[config.mk]
export PLATFORM = sky130hd
export DESIGN_NAME = ppm_queue
export DESIGN_NICKNAME = d
export VERILOG_FILES = /design/src/rtl/per_pixel_running_median_unit_macros.svh /design/src/rtl/ppm_queue.sv
export SDC_FILE = /design/constraint.sdc
export NUM_CORES = 1
export LEC_CHECK = 0
export ABC_AREA = 1
export BUFFER_PORTS_ARGS = -buffer_cell sky130_fd_sc_hd__buf_2
export CORE_MARGIN = 2
export CORE_UTILIZATION = 53
export DETAILED_ROUTE_END_ITERATION = 6
export PLACE_DENSITY = 0.8
export SYNTH_ARGS = -nofsm -noshare
export SYNTH_HDL_FRONTEND = slang
export SYNTH_SLANG_ARGS = --single-unit
export TNS_END_PERCENT = 30
[constraint.sdc]
create_clock -name clk -period 2.37 [get_ports clk]
set_input_delay 0 -clock clk [delete_from_list [all_inputs] [get_ports clk]]
set_output_delay 0 -clock clk [all_outputs]
set_load 0.05 [all_outputs]
[src/rtl/per_pixel_running_median_unit_macros.svh]
// ----------------------------------------------------------------------------
// per_pixel_running_median_unit_macros
// assertion helpers, compiled out for synthesis
// ----------------------------------------------------------------------------
`ifndef PER_PIXEL_RUNNING_MEDIAN_UNIT_MACROS_SVH
`define PER_PIXEL_RUNNING_MEDIAN_UNIT_MACROS_SVH
`ifndef SYNTHESIS
`define PPM_ASSERT_SAME(label, ante, cons) \
  label: assert property (@(posedge clk) disable iff (!rst_n) (ante) |-> (cons)) \
    else $error("ppm check failed");
`define PPM_ASSERT_NEXT(label, ante, cons) \
  label: assert property (@(posedge clk) disable iff (!rst_n) (ante) |=> (cons)) \
    else $error("ppm check failed");
`else
`define PPM_ASSERT_SAME(label, ante, cons)
`define PPM_ASSERT_NEXT(label, ante, cons)
`endif
`endif

[src/rtl/ppm_queue.sv]
// ----------------------------------------------------------------------------
// ppm_queue
// two entry queue between the classifying front and the update engine
// ----------------------------------------------------------------------------
module ppm_queue #(
  parameter int W = 8
) (
  input  logic         clk,
  input  logic         rst_n,
  input  logic         push,
  input  logic [W-1:0] push_data,
  output logic         push_ready,
  input  logic         pop,
  output logic         pop_valid,
  output logic [W-1:0] pop_data
);
  logic [W-1:0] slot_r [2];
  logic         wptr_r, wptr_nxt;
  logic         rptr_r, rptr_nxt;
  logic [1:0]   cnt_r, cnt_nxt;

  always_comb begin
    wptr_nxt = wptr_r ^ push;
    rptr_nxt = rptr_r ^ pop;
    cnt_nxt  = cnt_r + {1'b0, push} - {1'b0, pop};
  end

  always_ff @(posedge clk) begin
    if (!rst_n) begin
      wptr_r <= 1'b0;
      rptr_r <= 1'b0;
      cnt_r  <= '0;
    end else begin
      wptr_r <= wptr_nxt;
      rptr_r <= rptr_nxt;
      cnt_r  <= cnt_nxt;
    end
    if (push) begin
      slot_r[wptr_r] <= push_data;
    end
  end

  assign push_ready = (cnt_r != 2'd2);
  assign pop_valid  = (cnt_r != 2'd0);
  assign pop_data   = slot_r[rptr_r];
endmodule

* After elaboration in Yosys (flattened, before gate mapping)
Memories as Yosys holds them, arrays and structs flattened. A register that Yosys moved wholly into a read port is not among the register bits.
Cells that the tools add are included.
** Storage, ports and cells
- Register bits :: 4
- RAM bits :: 16
- Input port bits :: 12
- Output and inout bits :: 10
- Logic and storage cells :: 13
- Memories :: 1
** Memory list
- slot_r :: words 2, width 8, read ports 1, clocked after memory_dff 1, wr ports 1, line ppm_queue.sv:17 : logic [W-1:0] slot_r [2];
** Cells by class
- Add/subtract/negate cells :: 2
- Equal/unequal tests :: 1
- Multiplexer cells :: 3
- Bitwise logic cells :: 2
- Reductions and logical operators :: 1
** Operator list (number)
- $mux 1 :: 3
- $add 2x1->2 :: 1
- $ne 2x2->1 const B :: 1
- $reduce_bool 2->1 :: 1
- $sub 2x1->2 :: 1
- $xor 1x1->1 :: 2

* Logic depth before layout (Yosys ltp)
- Depth after elaboration :: 2
- Mapped depth :: 9
- Mapped depth without buffers :: 9

* Worst setup path after synthesis
OpenSTA, ideal clock, no wires.
- Kind :: register -> register
- Start :: register cnt_r[0]
- End :: register cnt_r[1]
- Library setup time :: 115 ps
- Arrival :: 1057 ps
- Required time :: 2255 ps
- Path slack :: 1198 ps
- Stages on the path, launching flop included :: 9
- Path buffers :: 0
- Clock period less this slack :: 1172 ps
- Cells stage by stage :: dfxtp_1 -> inv_1 -> ha_1 -> inv_1 -> ha_1 -> inv_1 -> nand2_1 -> a21oi_1 -> nor2_1
** Between the ends
- Cells in the longest elaborated chain, start to end :: 2
** Ends and longest elaborated chain
- from (decl) :: line ppm_queue.sv:20 : logic [1:0] cnt_r, cnt_nxt;
- from (signal assigned) :: line ppm_queue.sv:36 : cnt_r <= cnt_nxt;
- $add 2x1->2 :: line ppm_queue.sv:25 : cnt_nxt = cnt_r + {1'b0, push} - {1'b0, pop};
- $sub 2x1->2 :: line ppm_queue.sv:25
Every way passes these cells.
A chain may end at the register's enable or synchronous reset.

==> impl_metrics.json <==
{
  "hpwlAfterDp_um": 896,
  "n_fill_cell": 113,
  "yosysTopAreaCell": "edfxtp_1",
  "final_common_cell": "buf_2",
  "syn_to_final_growth_pct": 28.4,
  "worst_slew_pin_slew_ps": 486,
  "ctsResizeCount": 0,
  "critPathKind": "flip-flop to output port",
  "synthTopCellsByArea": "edfxtp_1 (57%), mux2_4 (14%), dfxtp_1 (12%)",
  "synth_top_area_share_pct": 56.9,
  "route.detailed.drc": 0,
  "syn_inst": 54,
  "p_leak_uw": 0.000480,
  "clk_latency_ps": 290,
  "start_kind": "flip-flop",
  "fp.dieH_um": 43.9,
  "clock-sinks": 21,
  "crit_required_ps": 2370,
  "globalRouteTotalUtil_pct": 15.6,
  "crit_fanout": 8,
  "drt-pass1-iter-count": 4,
  "placed_cells": 90,
  "timing.final.crit_share_pct": 62.4,
  "core_area_mm2": 0.00151,
  "ys_types": 11,
  "cts_tree": "built",
  "htree_levels": 1,
  "critPathMaxStageDelay_ps": 640,
  "fin_cells": 104,
  "tns_ps": 0,
  "io_buffers": 21,
  "antenna_found_initial": 0,
  "yosys_warnings": 0,
  "start_util_pct": 56.1,
  "finalCriticalPeriod_ps": 1480,
  "regArea_um2": 581,
  "place.gp.congestion": 0.664,
  "clk_pin_slew_ps": 100,
  "hold_viol": 0,
  "drt.antenna.violating_nets": 0,
  "cts_setup_buffers": 0,
  "crit_path_cell_trace": "mux2_4, buf_2",
  "arrival_ps": 1480,
  "syn_area_um2": 845,
  "final_nets": 105,
  "peakVddDrop_uv": 476,
  "slew_violations": 0,
  "vias": 506,
  "dieArea_mm2": 0.00193,
  "io_pins": 22,
  "cellPowerDensity_mw_per_mm2": 737,
  "maxCapViolCount": 0,
  "wire_per_inst_um": 12.4,
  "drt_iter0_markers": 12,
  "rows": 14,
  "diodes": 0,
  "status": "finished, final reports clean",
  "finalSetupViolCount": 0,
  "seq_area_frac_synth_pct": 68.7,
  "final_cell_mix": "buf_2 (21), edfxtp_1 (16), dlygate4sd3_1 (10)",
  "endpoint_kind": "output port",
  "rsz0062_at_grt": "no",
  "grt_pass1_wl_mm": 2.12,
  "ys_ff_latch": 21,
  "slew-limit-headroom_pct": 67.6,
  "syn_nets": 70,
  "numCtsBuffers": 3,
  "cts-root-buf": "clkbuf_4",
  "multi_input_area_um2": 226,
  "synth.avg_cell_area_um2": 15.6,
  "die_x_um": 43.9,
  "vias_per_cell": 4.87,
  "slowest_stage": "dfxtp_1",
  "routed_wl_mm": 1.29,
  "clockBufferDepth": 2,
  "min_path_type": "input pin to flip-flop",
  "fmax_mhz": 676,
  "grt_pass1_vias": 510,
  "grt_max_degree": 12,
  "drive_above_1_share_pct": 36.4,
  "skew_ps": 3.92,
  "grt_overflow_total": 0
}
[registers in the layout (all words and copies together), names as in the netlist, named ones only]
register	cells
slot_r	16
wptr_r	1
rptr_r	1
cnt_r	2
[layout make-up]
| type | instances | share of cell area [%] |
|---|---|---|
| clock buffers | 4 | 2.42 |
| well taps | 16 | 1.85 |
| multi-input cells | 25 | 20.9 |
| flip-flops and latches | 21 | 53.5 |
| repair buffers | 31 | 18.9 |
| inverters | 7 | 2.42 |
[metal layers]
layer	vias up	GRT usage [%]	share of wire (%)
met3	4	2.92	4.1
met1	235	17.8	42
li1	253	-	-
met5	-	0	0
met2	14	27.4	52
met4	0	8.48	1.9
[critical path, delay by kind of cell, from the launching register on]
family	cells	cell delay, ps
buffers and inverters	1	210
DFF	1	640
muxes	1	340
[cell families after synthesis]
| family | share of synthesized area [%] |
|---|---|
| flops | 68.7 |
| mux | 14.2 |
| xor+xnor | 1.04 |
| buf+inv | 4.44 |
| fa+ha+maj | 5.93 |
| compound gates | 0.592 |
| simple gates | 5.04 |
[per-stage QoR]
stage / total power [uW] / cell area (um2) / worst slack (ps) / hold WS [ps] / utilization, %
after floorplan: 594 / 845 / 1200 / 93.5 / -
after global placement: 626 / 958 / 1180 / 189 / 63.6
after detailed placement: 634 / 958 / 1120 / 192 / 63.6
after CTS: 806 / 1080 / 857 / 22.6 / 72.0
after global routing: 838 / 1080 / 815 / 45.5 / 72.0
final: 800 / 1080 / 890 / 20.6 / 72.0
[synthesized netlist by cell type]
master    instances
mux2_4            8
edfxtp_1         16
nand2_1           6
ha_1              4
xnor2_1           1
nand3_1           1
a21oi_1           1
dfxtp_1           5
buf_6             1
inv_1             7
nor2_1            4
[repair_timing]
action                                  in CTS  in global routing
hold endpoints to repair                    21                  0
hold buffers                                10                  0
endpoints found under the setup margin       0                  0
[where the power goes]
part | switching (uW) | leakage (uW) | internal (uW)
logic | 123 | 0.000274 | 71.8
registers | 15.7 | 0.000192 | 425
clock network | 98.7 | 0.0000150 | 65.4
[final timing paths]
check / slack (ps) / cells past startpoint / to / startpoint
max reg2reg: 1100 / 8 / cnt_r[1] / cnt_r[0]
max: 890 / 2 / pop_data[5] / flip-flop
min reg2reg: 530 / 2 / rptr_r / rptr_r
min: 20 / 3 / wptr_r / push
Note: power is estimated with default switching activity, not from simulation.
