### src/rtl/per_pixel_running_median_unit_macros.svh
// ----------------------------------------------------------------------------
// per_pixel_running_median_unit_macros
// assertion helpers, compiled out for synthesis
// ----------------------------------------------------------------------------
`ifndef PER_PIXEL_RUNNING_MEDIAN_UNIT_MACROS_SVH
`define PER_PIXEL_RUNNING_MEDIAN_UNIT_MACROS_SVH
`ifndef SYNTHESIS
`define PPM_ASSERT_SAME(label, ante, cons) \
  label: assert property (@(posedge clk) disable iff (!rst_n) (ante) |-> (cons)) \
    else $error("ppm check failed");
`define PPM_ASSERT_NEXT(label, ante, cons) \
  label: assert property (@(posedge clk) disable iff (!rst_n) (ante) |=> (cons)) \
    else $error("ppm check failed");
`else
`define PPM_ASSERT_SAME(label, ante, cons)
`define PPM_ASSERT_NEXT(label, ante, cons)
`endif
`endif

### src/rtl/ppm_pkg.sv
// ----------------------------------------------------------------------------
// ppm_pkg
// shared widths and register indexes of the running median unit
// ----------------------------------------------------------------------------
package ppm_pkg;
  localparam int PIX_W     = 8;
  localparam int CNT_W     = 32;
  localparam int FPB_W     = 16;
  localparam int CFG_IDX_W = 1;

  localparam logic [CFG_IDX_W-1:0] REG_DECAY_ENABLE      = 1'b0;
  localparam logic [CFG_IDX_W-1:0] REG_FRAMES_PER_BUCKET = 1'b1;

  localparam logic [FPB_W-1:0] FPB_RESET = 16'd64;
endpackage

### src/rtl/ppm_front.sv
// ----------------------------------------------------------------------------
// ppm_front
// accepts samples, tracks position, frame count and bucket rotation
// ----------------------------------------------------------------------------
module ppm_front #(
  parameter int PIXELS      = 1024,
  parameter int LEVEL_SHIFT = 4,
  parameter int BUCKETS     = 4,
  parameter int PW          = 10,
  parameter int BW          = 2,
  parameter int LW          = 4,
  parameter int JW          = 8
) (
  input  logic                           clk,
  input  logic                           rst_n,
  input  logic                           in_tvalid,
  output logic                           in_tready,
  input  logic [ppm_pkg::PIX_W-1:0]      in_tdata,
  input  logic                           in_tlast,
  input  logic                           cfg_valid,
  output logic                           cfg_ready,
  input  logic [ppm_pkg::CFG_IDX_W-1:0]  cfg_index,
  input  logic [ppm_pkg::FPB_W-1:0]      cfg_data,
  input  logic                           start_ok,
  output logic                           push,
  output logic [JW-1:0]                  job
);
  import ppm_pkg::*;

  localparam int SPW = FPB_W + BW + 1;

  logic                decay_en_r;
  logic [FPB_W-1:0]    fpb_r;
  logic [PW-1:0]       pos_r, pos_nxt;
  logic [CNT_W-1:0]    frame_r, frame_nxt;
  logic [BW-1:0]       bucket_r, bucket_nxt;
  logic                pend_r, pend_nxt;
  logic                busy_r, busy_nxt;
  logic [4:0]          mcnt_r, mcnt_nxt;
  logic [FPB_W-1:0]    rem_r, rem_nxt;
  logic [FPB_W:0]      trial;
  logic [FPB_W:0]      rnew;
  logic [SPW-1:0]      span;
  logic                at_end;
  logic [LW-1:0]       col;

  assign in_tready = !busy_r && start_ok;
  assign cfg_ready = !busy_r;
  assign push      = in_tvalid && in_tready;
  assign at_end    = (pos_r == PW'(PIXELS - 1));
  assign col       = LW'(in_tdata >> LEVEL_SHIFT);
  assign job       = {in_tlast, frame_r[CNT_W-1:1], bucket_r, pend_r, pos_r, col};
  assign span      = SPW'(fpb_r) * SPW'(BUCKETS);
  assign trial     = {rem_r, frame_r[~mcnt_r]};
  assign rnew      = (trial >= {1'b0, fpb_r}) ? trial - {1'b0, fpb_r} : trial;

  always_comb begin
    pos_nxt    = pos_r;
    frame_nxt  = frame_r;
    bucket_nxt = bucket_r;
    pend_nxt   = pend_r;
    busy_nxt   = busy_r;
    mcnt_nxt   = mcnt_r;
    rem_nxt    = rem_r;
    if (push) begin
      if (in_tlast || at_end) begin
        pend_nxt = 1'b0;
      end
      if (in_tlast) begin
        pos_nxt   = '0;
        frame_nxt = frame_r + 1'b1;
        if (decay_en_r && (fpb_r != '0)) begin
          busy_nxt = 1'b1;
          mcnt_nxt = '0;
          rem_nxt  = '0;
        end
      end else begin
        pos_nxt = at_end ? '0 : pos_r + 1'b1;
      end
    end else if (busy_r) begin
      rem_nxt  = rnew[FPB_W-1:0];
      mcnt_nxt = mcnt_r + 1'b1;
      if (mcnt_r == 5'd31) begin
        busy_nxt = 1'b0;
        if (rnew == '0) begin
          if (frame_r >= CNT_W'(span)) begin
            frame_nxt = frame_r - CNT_W'(fpb_r);
          end
          bucket_nxt = (bucket_r == BW'(BUCKETS - 1)) ? '0 : bucket_r + 1'b1;
          pend_nxt   = 1'b1;
        end
      end
    end
  end

  always_ff @(posedge clk) begin
    if (!rst_n) begin
      decay_en_r <= 1'b1;
      fpb_r      <= FPB_RESET;
      pos_r      <= '0;
      frame_r    <= '0;
      bucket_r   <= '0;
      pend_r     <= 1'b0;
      busy_r     <= 1'b0;
      mcnt_r     <= '0;
      rem_r      <= '0;
    end else begin
      pos_r    <= pos_nxt;
      frame_r  <= frame_nxt;
      bucket_r <= bucket_nxt;
      pend_r   <= pend_nxt;
      busy_r   <= busy_nxt;
      mcnt_r   <= mcnt_nxt;
      rem_r    <= rem_nxt;
      if (cfg_valid && cfg_ready) begin
        unique case (cfg_index)
          REG_DECAY_ENABLE:      decay_en_r <= cfg_data[0];
          REG_FRAMES_PER_BUCKET: fpb_r      <= cfg_data;
          default: ;
        endcase
      end
    end
  end
endmodule

### config.mk
export PLATFORM = sky130hd
export DESIGN_NAME = ppm_front
export DESIGN_NICKNAME = d
export VERILOG_FILES = /design/src/rtl/per_pixel_running_median_unit_macros.svh /design/src/rtl/ppm_pkg.sv /design/src/rtl/ppm_front.sv
export SDC_FILE = /design/constraint.sdc
export NUM_CORES = 1
export LEC_CHECK = 0
export ABC_AREA = 1
export BUFFER_PORTS_ARGS = -buffer_cell sky130_fd_sc_hd__buf_2
export CAP_MARGIN = 15
export CORE_MARGIN = 5
export CORE_UTILIZATION = 56
export CTS_CLUSTER_SIZE = 20
export DETAILED_ROUTE_END_ITERATION = 10
export PLACE_DENSITY = 0.93
export RECOVER_POWER = 50
export SLEW_MARGIN = 20
export SYNTH_ARGS = -nofsm -noshare
export SYNTH_HDL_FRONTEND = slang
export SYNTH_SLANG_ARGS = --single-unit
### constraint.sdc
create_clock -name clk -period 2.55 [get_ports clk]
set_input_delay 0.51 -clock clk [delete_from_list [all_inputs] [get_ports clk]]
set_output_delay 0.51 -clock clk [all_outputs]
set_load 0.02 [all_outputs]
After elaboration in Yosys (flattened, before gate mapping):

Cells that the tools add are included.

* bits in registers: 33
* latch bits: 0
* RAM bits: 0
* bits in read-only memories: 0
* input bits: 31
* output and inout port bits: 11
* word-level logic and storage cells: 34
* memories kept: 0

* add/subtract/negate cells: 2
* multiply operators: 0
* divide/modulo/power cells: 0
* magnitude comparators: 0
* eq/ne operators: 4
* shift operators: 0
* multiplexer cells: 11
* bitwise operators: 1
* reductions and logical operators: 11

Operator list (number)
* 10-bit 2-to-1 mux: 2
* 5-bit 2-to-1 mux: 4
* 16-bit nonzero test: 1
* 10-bit by 1-bit adder with 10-bit output, second input constant: 1
* 10-bit equality test, second input constant: 1
* 2-bit AND reduction: 3
* 5-bit by 1-bit adder with 5-bit output, second input constant: 1
* 5-bit equality test, second input constant: 1
* 1-bit 2-to-1 mux: 5
* 1-bit logical AND: 4
* 3-bit AND reduction: 1
* 2-bit by 1-bit != test with 1-bit output, second input constant: 1
* 2-bit != test, second input constant: 1
* 2-bit nonzero test: 1
* 1-bit logical NOT: 1
* 1-bit inverter: 1

Logic depth before layout (Yosys ltp):

* depth after elaboration: 5
* mapped depth: 9

Worst setup path after synthesis:

OpenSTA, ideal clock, no wires.

* path type: in2out
* start: input in_tvalid
* end: output push
* data arrival time: 0.938 ns
* data required time: 2.040 ns
* path slack: 1.102 ns
* stages: 3
* buffers on the path: 1
* cells stage by stage: nand3_4 buf_4 inv_1

* cells in the longest elaborated chain, start to end: 1

RTL lines
* start, declared: RTL line ppm_front.sv:16 `input logic in_tvalid,`
* 1-bit logical AND: RTL line ppm_front.sv:49 `assign push = in_tvalid && in_tready;`
* end, declared: RTL line ppm_front.sv:25 `output logic push,`

No other way between the ends.

Worst setup path in the final report:

* start: register busy_r
* end: register fpb_r[14]

* cells in the longest elaborated chain, start to end: 3

RTL lines
* start, declared: RTL line ppm_front.sv:38 `logic busy_r, busy_nxt;`
* start signal, assigned: RTL line ppm_front.sv:112 `busy_r <= busy_nxt;`
* 1-bit logical NOT: RTL line ppm_front.sv:48 `assign cfg_ready = !busy_r;`
* 1-bit logical AND: RTL line ppm_front.sv:115 `if (cfg_valid && cfg_ready) begin`
* 2-bit AND reduction (no line)
* end signal, assigned: RTL line ppm_front.sv:118 `REG_FRAMES_PER_BUCKET: fpb_r <= cfg_data;`
* end, declared: RTL line ppm_front.sv:33 `logic [FPB_W-1:0] fpb_r;`

No other way between the ends.
A chain may end at the register's enable or synchronous reset.

==> impl_metrics.tcl <==
set metrics [dict create \
    grt_pass1_wl_um 5844 \
    dieHeight_um 63.81 \
    crit_fanout 17 \
    synth_flop_cell "dfxtp_1" \
    cts.path.max_buffers 2 \
    via_per_inst 5.262 \
    synth-edff-count 0 \
    num-fill-cells 242 \
    worstSetupEndpointType "flip-flop" \
    drv_cap 0 \
    placed_cell_area_um2 1714 \
    ys_warn_count 0 \
    async_reset_ff_share_pct 0 \
    clock_sinks 33 \
    first_pass_iters 4 \
    num_vias 1468 \
    cts_tree "yes" \
    rows 19 \
    power.total_mw 1.007 \
    ys_seq_elements 33 \
    synthTopCellsByCount "76 x nand2_1, 33 x dfxtp_1, 27 x a21oi_1" \
    fp.coreArea_um2 2758 \
    syn_area_um2 1622 \
    die-area_um2 4072 \
    synth_top_area_cell "dfxtp_1" \
    antenna_found_initial 0 \
    path_class "reg2reg" \
    areaGrowthSynthToFinish_pct 9.182 \
    diodes 0 \
    worstMarginPinSlew_ns 0.6947 \
    powerDensity_nw_per_um2 568.6 \
    comb_power_share_pct 11.7 \
    insertion_delay_ns 0.34 \
    clockRootBuffer "clkbuf_4" \
    p_clk_share_pct 33.5 \
    syn_inst 225 \
    h-tree-depth 2 \
    yosys.cell_types.count 27 \
    multi_input_area_um2 802.0 \
    hold_viol 0 \
    hp-class "in2reg" \
    fin_util_pct 64.20 \
    clock.fmax_ghz 0.5477 \
    grt_max_degree 23 \
    worst_slack_ns 0.7242 \
    postRouteAntennaNets 0 \
    place_ws_ns 0.9534 \
    rsz0062_at_grt "false" \
    hpwl_um 2400 \
    power.internal_mw 0.7406 \
    worstPathArrival_ns 2.07 \
    io_pins 42 \
    seq_area_frac_synth_pct 40.74 \
    leakagePower_nw 0.7487 \
    cts_setup_buffers 0 \
    cts_buffers 5 \
    wl_um 3303 \
    fin_crit_sh_pct 71.60 \
    globalRouteOverflowTotal 0 \
    num-nets-final 281 \
    die_w_um 63.81 \
    ir_drop_mv 0.4176 \
    routabilityCongestion 0.7760 \
    swShare_pct 26.44 \
    switching_power_mw 0.2662 \
    ff_latch_area_um2 660.6 \
    run_status "finished clean" \
    portBuffers 29 \
    tns_ns 0 \
    grt_pass1_vias 1420 \
    fin_skew_ns 0.01593 \
    synth_top_cell_area_share_pct 40.74 \
    wl_per_cell_um 11.84 \
    initial_core_util_pct 58.80 \
    remaining_drc_errors 0 \
    pwr-share-seq_pct 54.8 \
    syn_avg_cell_area_um2 7.207 \
    post_cts_resized 0 \
    synth_top_cells_by_area "dfxtp_1 41%, nand2_1 18%, a21oi_1 8.3%" \
    fin_area_um2 1770 \
    hold_buffers 0 \
    post-synth-top-count-cell "nand2_1" \
    drv_slew 0 \
    synth_fp_nets 259 \
    clk_pin_slew_worst_paths_ns 0.10 \
    setup_viol 0 \
    relSlewSlack_pct 53.63 \
    track_usage_pct 17.48 \
    required_ns 2.80 \
    fin_crit_ns 1.826 \
    final_layout_size_suffix_gt1_share_pct 19.35 \
    drt_iter0_drc 47 \
    cp-start-kind "flip-flop" \
]
-- power by group through the flow --
stage | Sequential, mW | Clock (mW) | Combinational, mW
floorplan | 0.559 | 0 | 0.0959
global placement | 0.562 | 0 | 0.117
detailed placement | 0.563 | 0 | 0.121
CTS | 0.552 | 0.345 | 0.121
global route | 0.555 | 0.366 | 0.133
finish | 0.552 | 0.337 | 0.118
-- placed cells by master, fill, tap and decap left out, types with 2 or more instances in the layout --
cell type   n
nand2_4     3
buf_2      28
nand4_1     2
dfxtp_1    33
o21ai_2     2
nand3_1    11
o21ai_0     7
nand3b_1    2
a21oi_1    27
clkbuf_4    5
clkbuf_8    2
nor2_1     21
nand2_1    76
ha_1        3
inv_1      13
-- worst paths after layout --
kind                from   endpoint  slack (ns)  cells past startpoint
max               busy_r  fpb_r[14]        0.72                      5
min          cfg_data[6]   fpb_r[6]        0.39                      3
max reg2reg       busy_r  fpb_r[14]        0.72                      5
min reg2reg    fpb_r[15]  fpb_r[15]        0.47                      2
-- cell families after synthesis --
family                   synth area share [%]
flip-flops                              40.74
buffers and inverters                   9.027
adder cells (fa/ha/maj)                 2.315
AND/OR/NAND/NOR                         34.49
AO/OA/AOI/OAI                           13.43
-- final cells by class --
type,instances,share of cell area (%)
timing repair buffer,29,8.127
inverter,14,3.110
sequential,33,37.31
multi-input combinational,164,45.30
tap,31,2.191
clock inverter,1,0.2827
clock buffer,7,3.675
-- flip-flops by register name (all words and copies together) (netlist names) --
| signal | count |
|---|---|
| mcnt_r | 5 |
| busy_r | 1 |
| fpb_r | 16 |
| pos_r | 10 |
| decay_en_r | 1 |
-- layer usage --
metal  part of all wire (%)  GRT usage (%)  wire length (um)
met1                     40          19.15              1333
met2                     51          31.03              1694
met3                    5.6          2.977               186
met4                    2.7          10.65                89
met5                      0              0                 0
-- through the flow --
| step | hold slack (ns) | instances |
|---|---|---|
| global route | 0.3956 | 279 |
| global placement | 0.4524 | 271 |
| floorplan | 0.4420 | 225 |
| CTS | 0.3843 | 279 |
| detailed placement | 0.4570 | 271 |
| finish | 0.3922 | 279 |
-- worst max-delay path: stages (launching register included) --
cell     delay (ns)
dfxtp_1        0.39
inv_4          0.12
nand3_1        0.41
inv_1          0.57
nand2_1        0.09
a21oi_1        0.16
No activity file was read; power rests on OpenSTA's default activity.
